<file path="config.mk">
export PLATFORM = sky130hd
export DESIGN_NAME = tcs_axis
export DESIGN_NICKNAME = d
export VERILOG_FILES = /design/src/hw/rtl/tcs_pkg.sv /design/src/hw/rtl/tcs_axis.sv
export SDC_FILE = /design/constraint.sdc
export NUM_CORES = 1
export LEC_CHECK = 0
export BUFFER_PORTS_ARGS = -buffer_cell sky130_fd_sc_hd__buf_2
export CORE_MARGIN = 2
export CORE_UTILIZATION = 59
export DETAILED_ROUTE_END_ITERATION = 16
export MAX_ROUTING_LAYER = met4
export PLACE_DENSITY = 0.77
export SYNTH_ARGS = -nofsm -noshare
export SYNTH_HDL_FRONTEND = slang
export SYNTH_SLANG_ARGS = --single-unit
</file>
<file path="constraint.sdc">
create_clock -name vclk -period 17
set_input_delay 4.25 -clock vclk [all_inputs]
set_output_delay 4.25 -clock vclk [all_outputs]
set_load 0.02 [all_outputs]
</file>
<file path="src/hw/rtl/tcs_pkg.sv">
// Shared types, constants and the sine table for the turtle command stepper.
package tcs_pkg;

  localparam int FRAC_BITS_DEF = 16;
  localparam int INT_BITS_DEF  = 16;

  localparam int STEP_W    = 12;
  localparam int ANGLE_W   = 9;
  localparam int SYM_W     = 8;
  localparam int SINE_W    = 31;   // unsigned Q1.30 magnitude, at most 2^30
  localparam int SINE_IDX_W = 7;   // quarter-wave index 0..90
  localparam int CFG_IDX_W = 1;
  localparam int CFG_DATA_W = 12;
  localparam int OUT_POS_W = 32;

  localparam logic [ANGLE_W-1:0] DEG_90  = 9'd90;
  localparam logic [ANGLE_W-1:0] DEG_180 = 9'd180;
  localparam logic [ANGLE_W-1:0] DEG_270 = 9'd270;
  localparam logic [ANGLE_W-1:0] DEG_360 = 9'd360;

  localparam logic [SYM_W-1:0] SYM_LEFT    = 8'h2B;  // '+'
  localparam logic [SYM_W-1:0] SYM_RIGHT   = 8'h2D;  // '-'
  localparam logic [SYM_W-1:0] SYM_FORWARD = 8'h46;  // 'F'

  localparam logic [CFG_IDX_W-1:0] REG_STEP_LENGTH = 1'd0;
  localparam logic [CFG_IDX_W-1:0] REG_TURN_ANGLE  = 1'd1;

  localparam logic [STEP_W-1:0]  STEP_RESET = 12'd1;
  localparam logic [ANGLE_W-1:0] TURN_RESET = 9'd90;

  typedef enum logic [1:0] {
    KIND_TURN    = 2'd0,
    KIND_MOVE    = 2'd1,
    KIND_UNKNOWN = 2'd2
  } kind_t;

  // Signed trig value as magnitude and sign.
  typedef struct packed {
    logic [SINE_W-1:0] mag;
    logic              neg;
  } trig_t;

  typedef logic [90:0][SINE_W-1:0] sine_tab_t;

  // Eight-term Taylor series in Q30 with truncating steps, clamped to 1.0.
  // Only evaluated at elaboration to build the table.
  function automatic logic [SINE_W-1:0] sine_q30(input int unsigned d);
    longint unsigned x;
    longint unsigned x2;
    longint unsigned term;
    longint unsigned sum;
    x    = (longint'(d) * 64'd3373259426) / 180;
    x2   = (x * x) >> 30;
    term = x;
    sum  = x;
    term = ((term * x2) >> 30) / 6;
    sum  = (sum > term) ? sum - term : 64'd0;
    term = ((term * x2) >> 30) / 20;
    sum  = sum + term;
    term = ((term * x2) >> 30) / 42;
    sum  = (sum > term) ? sum - term : 64'd0;
    term = ((term * x2) >> 30) / 72;
    sum  = sum + term;
    term = ((term * x2) >> 30) / 110;
    sum  = (sum > term) ? sum - term : 64'd0;
    term = ((term * x2) >> 30) / 156;
    sum  = sum + term;
    term = ((term * x2) >> 30) / 210;
    sum  = (sum > term) ? sum - term : 64'd0;
    if (sum > 64'd1073741824) begin
      sum = 64'd1073741824;
    end
    return sum[SINE_W-1:0];
  endfunction

  function automatic sine_tab_t build_sine_table();
    sine_tab_t tab;
    for (int d = 0; d <= 90; d++) begin
      tab[d] = sine_q30(d);
    end
    return tab;
  endfunction

  localparam sine_tab_t SINE_TABLE = build_sine_table();

endpackage

</file>
<file path="src/hw/rtl/tcs_axis.sv">
// One coordinate update: scale, round, add, snap and clamp.
module tcs_axis #(
  parameter int FRAC_BITS = tcs_pkg::FRAC_BITS_DEF,
  parameter int INT_BITS  = tcs_pkg::INT_BITS_DEF
) (
  input  logic [INT_BITS+FRAC_BITS-1:0] pos_i,
  input  tcs_pkg::trig_t                trig_i,
  input  logic [tcs_pkg::STEP_W-1:0]    step_i,
  output logic [INT_BITS+FRAC_BITS-1:0] pos_o,
  output logic                          sat_o
);
  import tcs_pkg::*;

  localparam int POS_BITS = INT_BITS + FRAC_BITS;
  localparam int SH       = 30 - FRAC_BITS;
  localparam int PROD_W   = SINE_W + STEP_W;
  localparam int MAG_W    = PROD_W + 1 - SH;
  localparam int SW       = ((POS_BITS > MAG_W) ? POS_BITS : MAG_W) + 2;
  localparam logic [PROD_W:0]       HALF    = (PROD_W + 1)'(1) << (SH - 1);
  localparam logic [POS_BITS-1:0]   POS_MAX = '1;

  logic [PROD_W-1:0]     prod;
  logic [PROD_W:0]       rnd;
  logic [MAG_W-1:0]      mag_r;
  logic signed [SW-1:0]  old_s;
  logic signed [SW-1:0]  delta_s;
  logic signed [SW-1:0]  sum_s;
  logic signed [SW-1:0]  snap_s;
  logic [FRAC_BITS-1:0]  frac;

  assign prod  = PROD_W'(trig_i.mag) * PROD_W'(step_i);
  // Round half up on the magnitude, then apply the sign.
  assign rnd   = {1'b0, prod} + HALF;
  assign mag_r = rnd[PROD_W:SH];

  assign old_s   = signed'(SW'(pos_i));
  assign delta_s = trig_i.neg ? -signed'(SW'(mag_r)) : signed'(SW'(mag_r));
  assign sum_s   = old_s + delta_s;
  assign frac    = sum_s[FRAC_BITS-1:0];

  always_comb begin
    if (frac <= FRAC_BITS'(1)) begin
      snap_s = {sum_s[SW-1:FRAC_BITS], {FRAC_BITS{1'b0}}};
    end else if (&frac) begin
      snap_s = sum_s + SW'(1);
    end else begin
      snap_s = sum_s;
    end
  end

  always_comb begin
    sat_o = 1'b0;
    if (snap_s[SW-1]) begin
      pos_o = '0;
    end else if (snap_s >= signed'(SW'(POS_MAX))) begin
      pos_o = POS_MAX;
      sat_o = 1'b1;
    end else begin
      pos_o = snap_s[POS_BITS-1:0];
    end
  end

endmodule

</file>
==> run summary, run 1 <==
The run finished, with violations left. The final reports fail on negative setup slack. For this configuration, the core starts out at a cell density of 59.7%. Time the final worst path needs with I/O delays and setup: 18310 ps. The first detailed-routing pass ran for 6 iterations. For the remaining global-route overflow, the log shows 0.

In this run, the number of DRC markers left after iteration 0 of detailed routing was 1817. The count of pins over their slew limit is 0, and the average wire per cell in the routed design is 21.5 um. Endpoint required time on the critical path: 12750 ps.

The tool flagged a number of max-cap violations equal to 0. Setup repair after global routing could not meet its margin everywhere. STA classifies the critical path startpoint as an input pin. In the final layout, the multi-input gates occupy 16600 um2. Of all nets on the critical path, the largest fanout is 7. Counting every instance in the synthesized netlist gives 2055. Sorting the synthesized cells by area gives the leading types as sky130_fd_sc_hd__fa_1 (35%), sky130_fd_sc_hd__ha_1 (11%), sky130_fd_sc_hd__nand2_1 (7.9%), sky130_fd_sc_hd__inv_1 (7.0%), sky130_fd_sc_hd__and2_1 (5.3%).

After synthesis, the mean cell area works out to 8.05 um2. Via count of the first global-routing pass: 18800. The start-to-end type of the worst setup path is in -> out.

The number of fill cells in the layout is 1588, and the remaining number of nets flagged by the antenna check after routing is 0. Cell type group with the largest total delay on the critical path: adder cells. Counting instances in the post-synthesis netlist gives the leading cell types as sky130_fd_sc_hd__nand2_1 (347), sky130_fd_sc_hd__inv_1 (307), sky130_fd_sc_hd__fa_1 (291). The arrival time at the worst endpoint is 14060 ps.

For this design, the slowest cell found on the critical path is sky130_fd_sc_hd__or4b_4. Headroom to the max-slew limit came out at 47.2%. The first global-routing pass estimated 93700 um of wire.

For the number of rows created at floorplan, the log shows 61. The floorplan step defined a core boundary enclosing 27700 um2. The Yosys step of the flow raised 0 warnings.

Global routing used 41.9% of the available tracks. The number of hold violations in the final report is 0, and the number of nets in the layout is 3056. The count of different cell masters after synthesis was 104; the x dimension of the die was 171 um.

After detailed routing, the number of remaining DRC violations is 0. The ratio of routed vias to standard cells is 6.16, and the count of clock-net buffers in the final layout is 0. Area enclosed by the die boundary: 29400 um2.

The logs give 0 um2 for the total area of sequential cells and 18000 for the total number of vias. The final core utilization was 83.3%. The netlist area before placement is 16500 um2, and the area share of the largest cell type after synthesis is 35.2%. The largest single stage delay on the critical path is 570 ps. The path class of the tightest hold or removal check is in -> out. In this run, post-CTS hold repair placed 0 buffers. The final period utilization is 108%, and the net count of the mapped netlist is 2568. The last weighted congestion value of the routability-driven placer is 0.929. Entering global routing, the biggest net connects 33 pins.

The sequential area share after synthesis is 0%, and the half-perimeter wire length of the detailed placement result is 43100 um. The number of endpoints failing setup at the final stage is 33. The ratio of cells with drive above 1 in the final layout works out to 35.5%. Timing would allow up to 54.6 MHz. The slew at the pin with the worst max-slew slack was 792 ps.

The type of element capturing the critical path is an output pin. Counting both buffers and inverters, the worst setup path holds a total of 13. Yosys instantiated no cell more often than sky130_fd_sc_hd__nand2_1.

Slack of the critical path: -1310 ps. The tools report the number of antenna violations at the first check in global routing as 1. The final layout contains a sequential cell count of 0.

The most numerous cell type found on the critical path is sky130_fd_sc_hd__buf_4. The count of buffers added on input and output ports is 109. 109 I/O pins were placed. The area growth from synthesis to layout is 39.5%. sky130_fd_sc_hd__fa_1 takes more of the synthesized area than any other cell. The floorplan step set the die height to 171 um. The final routed wirelength across all metal layers is 62700 um.
-- stage by stage --
step / cells / hold slack [ps] / instance area, um2 / TNS [ps] / worst slack, ps
2_1_floorplan: 2055 / 8840 / 17000 / -4150 / -156
3_3_place_gp: 2861 / 9250 / 20800 / -33760 / -1060
3_5_place_dp: 2861 / 9270 / 20800 / -39780 / -1240
4_1_cts: 2904 / 9260 / 22500 / -13080 / -464
5_1_grt: 2920 / 9350 / 23100 / -50440 / -1660
6_report: 2921 / 9290 / 23100 / -38740 / -1310
-- per-layer routing --
| layer | part of all wire (%) | track usage, % | vias up |
|---|---|---|---|
| li1 | - | - | 7697 |
| met1 | 35 | 46.6 | 8697 |
| met2 | 49 | 70.4 | 1164 |
| met3 | 8.8 | 8.33 | 426 |
| met4 | 6.9 | 23.6 | 0 |
| met5 | 0 | - | - |
-- cells in the final DEF, fill, tap and decap left out, drive strengths merged, types with 6 or more instances in the layout --
| cell type | netlist | layout |
|---|---|---|
| a2111oi | 10 | 10 |
| a211o | 6 | 6 |
| a211oi | 18 | 18 |
| a21o | 24 | 24 |
| a21oi | 108 | 108 |
| a221oi | 6 | 6 |
| a31oi | 11 | 11 |
| and2 | 143 | 143 |
| and3 | 10 | 10 |
| and4 | 7 | 7 |
| buf | 27 | 593 |
| fa | 291 | 291 |
| ha | 146 | 146 |
| inv | 307 | 307 |
| nand2 | 348 | 348 |
| nand2b | 9 | 9 |
| nand3 | 35 | 35 |
| nand4 | 22 | 22 |
| nor2 | 64 | 64 |
| nor2b | 14 | 14 |
| nor3 | 20 | 20 |
| nor4 | 17 | 17 |
| o211a | 9 | 9 |
| o211ai | 21 | 21 |
| o21a | 9 | 9 |
| o21ai | 81 | 81 |
| o21bai | 8 | 8 |
| o31a | 6 | 6 |
| o31ai | 11 | 11 |
| or2 | 12 | 12 |
| or3 | 15 | 15 |
| xnor2 | 54 | 55 |
| xor2 | 27 | 27 |
-- cell families (layout without fill, tap and decap cells) --
group,count (synthesis),in the layout,share of synthesized area (%)
and+or+nand+nor,739,739,22.6
adders and majority gates,437,437,46.2
buffers and inverters,418,903,10.0
AOI/OAI and AO/OA,373,373,16.3
xor gates and xnor gates,81,82,4.38
muxes,7,7,0.469
other,0,2,0
-- path summary, 6_finish.rpt --
kind | startpoint | end | slack (ps) | depth (start not counted)
worst max-delay path | step_i[4] | pos_o[29] | -1310 | 42
worst min-delay path | pos_i[1] | pos_o[1] | 9290 | 7
-- layout make-up --
type               instances  share of cell area [%]
diodes                     2                  0.0217
inverters                307                    4.99
repair buffers           596                    21.1
well taps                378                    2.05
multi-input cells       1638                    71.8
-- timing repair --
action | in CTS | in global routing
cloned | 9 | 0
gates resized for setup | 297 | 109
setup endpoints to repair | 33 | 33
setup buffers | 36 | 17
pin swaps | 112 | 92
==> run 2: changes to the inputs <==
- MAX_ROUTING_LAYER: met4 -> default
==> run 2 against run 1 <==
The run still ends with negative setup slack left. Worst setup slack lost 160 ps. Critical path depth decreased by 7. Via count shrank 0.53%. Sequential share of layout area did not move. Routed wire length decreased by 1.2%. Core utilization increased by 0.15 points. First-iteration DRC count is 10% lower. Design area grew 0.18%. Highest routed layer is now met5.
==> run summary, run 2 (synthesized netlist as in run 1, its figures left out) <==
The flow ran to the end, but the final reports show violations. The final reports fail on negative setup slack. The slew at the pin with the worst max-slew slack was 825 ps.

The global routing usage summed across all routing layers was 38.6%. Timing analysis after detailed placement gives a worst setup slack of -1120 ps. Of the cells placed in the final design, the portion with a size suffix greater than 1 is 34.9%.

The tools report the count of pins over their slew limit as 0. In this design, the largest share of critical-path delay is due to adder cells. For this run, design rule violations remaining after detail routing come to 0.

The net count of the finished layout is 3052. Of all nets on the critical path, the largest fanout is 20. The x dimension of the die is 171 um, and the remaining global-route overflow is 0.

The tools report the half-perimeter wire length of the detailed placement result as 42600 um. The DRC violation total after the first TritonRoute iteration was 1630. For the total number of vias, the log shows 17900. The most numerous cell type found on the critical path is sky130_fd_sc_hd__fa_1.

Counting both buffers and inverters, the worst setup path holds a total of 6. At the worst endpoint, the required time is 12750 ps. For the number of antenna violations at the first check in global routing, the log shows 4.

The type of element capturing the critical path is an output pin. The total area of sequential cells is 0 um2, and the area inside the core boundary is 27700 um2. The largest individual stage delay along the critical path comes from the cell sky130_fd_sc_hd__fa_1.

For the worst setup path, the data arrival time is 14230 ps. Measured along the y axis, the die boundary spans 171 um. The start-to-end type of the worst setup path is in -> out.

Setup violations remaining at the end of the flow were counted as 33. In the final routed layout, each cell accounts on average for 21.2 um. The min-delay analysis places its worst path in the category in -> out. Input and output buffers added on the ports amount to 109. The final period utilization is 109%, and the area growth from synthesis to final layout is 39.7%.

The run gives 89800 um as the global-route wire length before repair. The ratio of routed vias to standard cells is 6.13, and the number of search-and-repair iterations in the first detailed-routing pass is 6. For the last weighted congestion value of the routability-driven placer, the log shows 0.907. Setup repair after global routing could not meet its margin everywhere.

The number of hold violations in the final report came out at 0. STA classifies the critical path startpoint as an input pin. After detailed routing, the total wire length is 61900 um.

Leaving out fill and tap cells, the most frequent cells in the layout are sky130_fd_sc_hd__buf_4 (446), sky130_fd_sc_hd__nand2_1 (336), sky130_fd_sc_hd__inv_1 (301). The layout has 0 clock buffers. The commonest non-fill, non-tap cell in the layout is sky130_fd_sc_hd__buf_4.

For the upper clock frequency limit, the log shows 54.1 MHz. The tools report the remaining number of nets flagged by the antenna check after routing as 0. The logs give 9320 ps for the worst slack on hold paths and 109 for the total I/O pin count. The die covers 29400 um2. The logs give -1480 ps for the slack of the critical path and 45.0% for the worst slew margin relative to its limit.

Buffers inserted to repair hold after CTS numbered 0. The number of rows created at floorplan is 61, and the maximum number of pins on one net before global-route repair is 33. The time the final worst path needs with I/O delays and setup was 18480 ps.

The tools report the starting density of the core as 59.7%. For this run, the slowest stage of the critical path takes 600 ps. The via count of the first global-routing pass is 18200. The number of maximum-capacitance violations was 0; the number of sequential storage elements was 0.
run 2: changes by cell type in the layout (fill, tap and decap cells not counted), sizes merged:
cell | before | now
xnor2 | 55 | 54
diode | 2 | 4
clkbuf | 3 | 8
buf | 593 | 585
run 2: final timing paths:
kind | startpoint | endpoint | slack (ps) | cells past startpoint
setup / recovery | step_i[9] | pos_o[24] | -1480 | 35
hold / removal | pos_i[0] | pos_o[0] | 9320 | 5
run 2: repair_timing:
item | in CTS | in global routing
gates resized for setup | 230 | 176
cloned | 7 | 2
buffers inserted | 33 | 22
pin swaps | 88 | 76
setup endpoints to repair | 33 | 33
run 2: metrics by stage:
| step | setup TNS (ps) | area, um2 | std cells | utilization [%] |
|---|---|---|---|---|
| floorplan | -4150 | 17000 | 2055 | - |
| global placement | -29920 | 20700 | 2858 | 74.9 |
| detailed placement | -35940 | 20700 | 2858 | 74.9 |
| CTS | -15600 | 22100 | 2896 | 79.7 |
| global route | -50890 | 23100 | 2918 | 83.4 |
| finish | -44320 | 23100 | 2919 | 83.4 |
run 2: final cells by class:
| class | count | area, um2 |
|---|---|---|
| Antenna cell | 4 | 10.0 |
| Tap cell | 378 | 473 |
| Multi-Input combinational cell | 1637 | 16600 |
| Inverter | 307 | 1150 |
| Fill cell | 1518 | 4590 |
| Timing Repair Buffer | 593 | 4930 |
run 2: routing by layer:
| layer | wire, um | GRT usage, % | vias up |
|---|---|---|---|
| met2 | 30200 | 68.7 | 1135 |
| met4 | 4420 | 19.5 | 2 |
| met1 | 21600 | 44.7 | 8677 |
| met5 | 30 | 0 | - |
| met3 | 5680 | 6.63 | 389 |
| li1 | - | - | 7686 |
Power of run 2 is not shown: default switching activity piles up to over one toggle a cycle in this logic, so the estimate is an artifact.
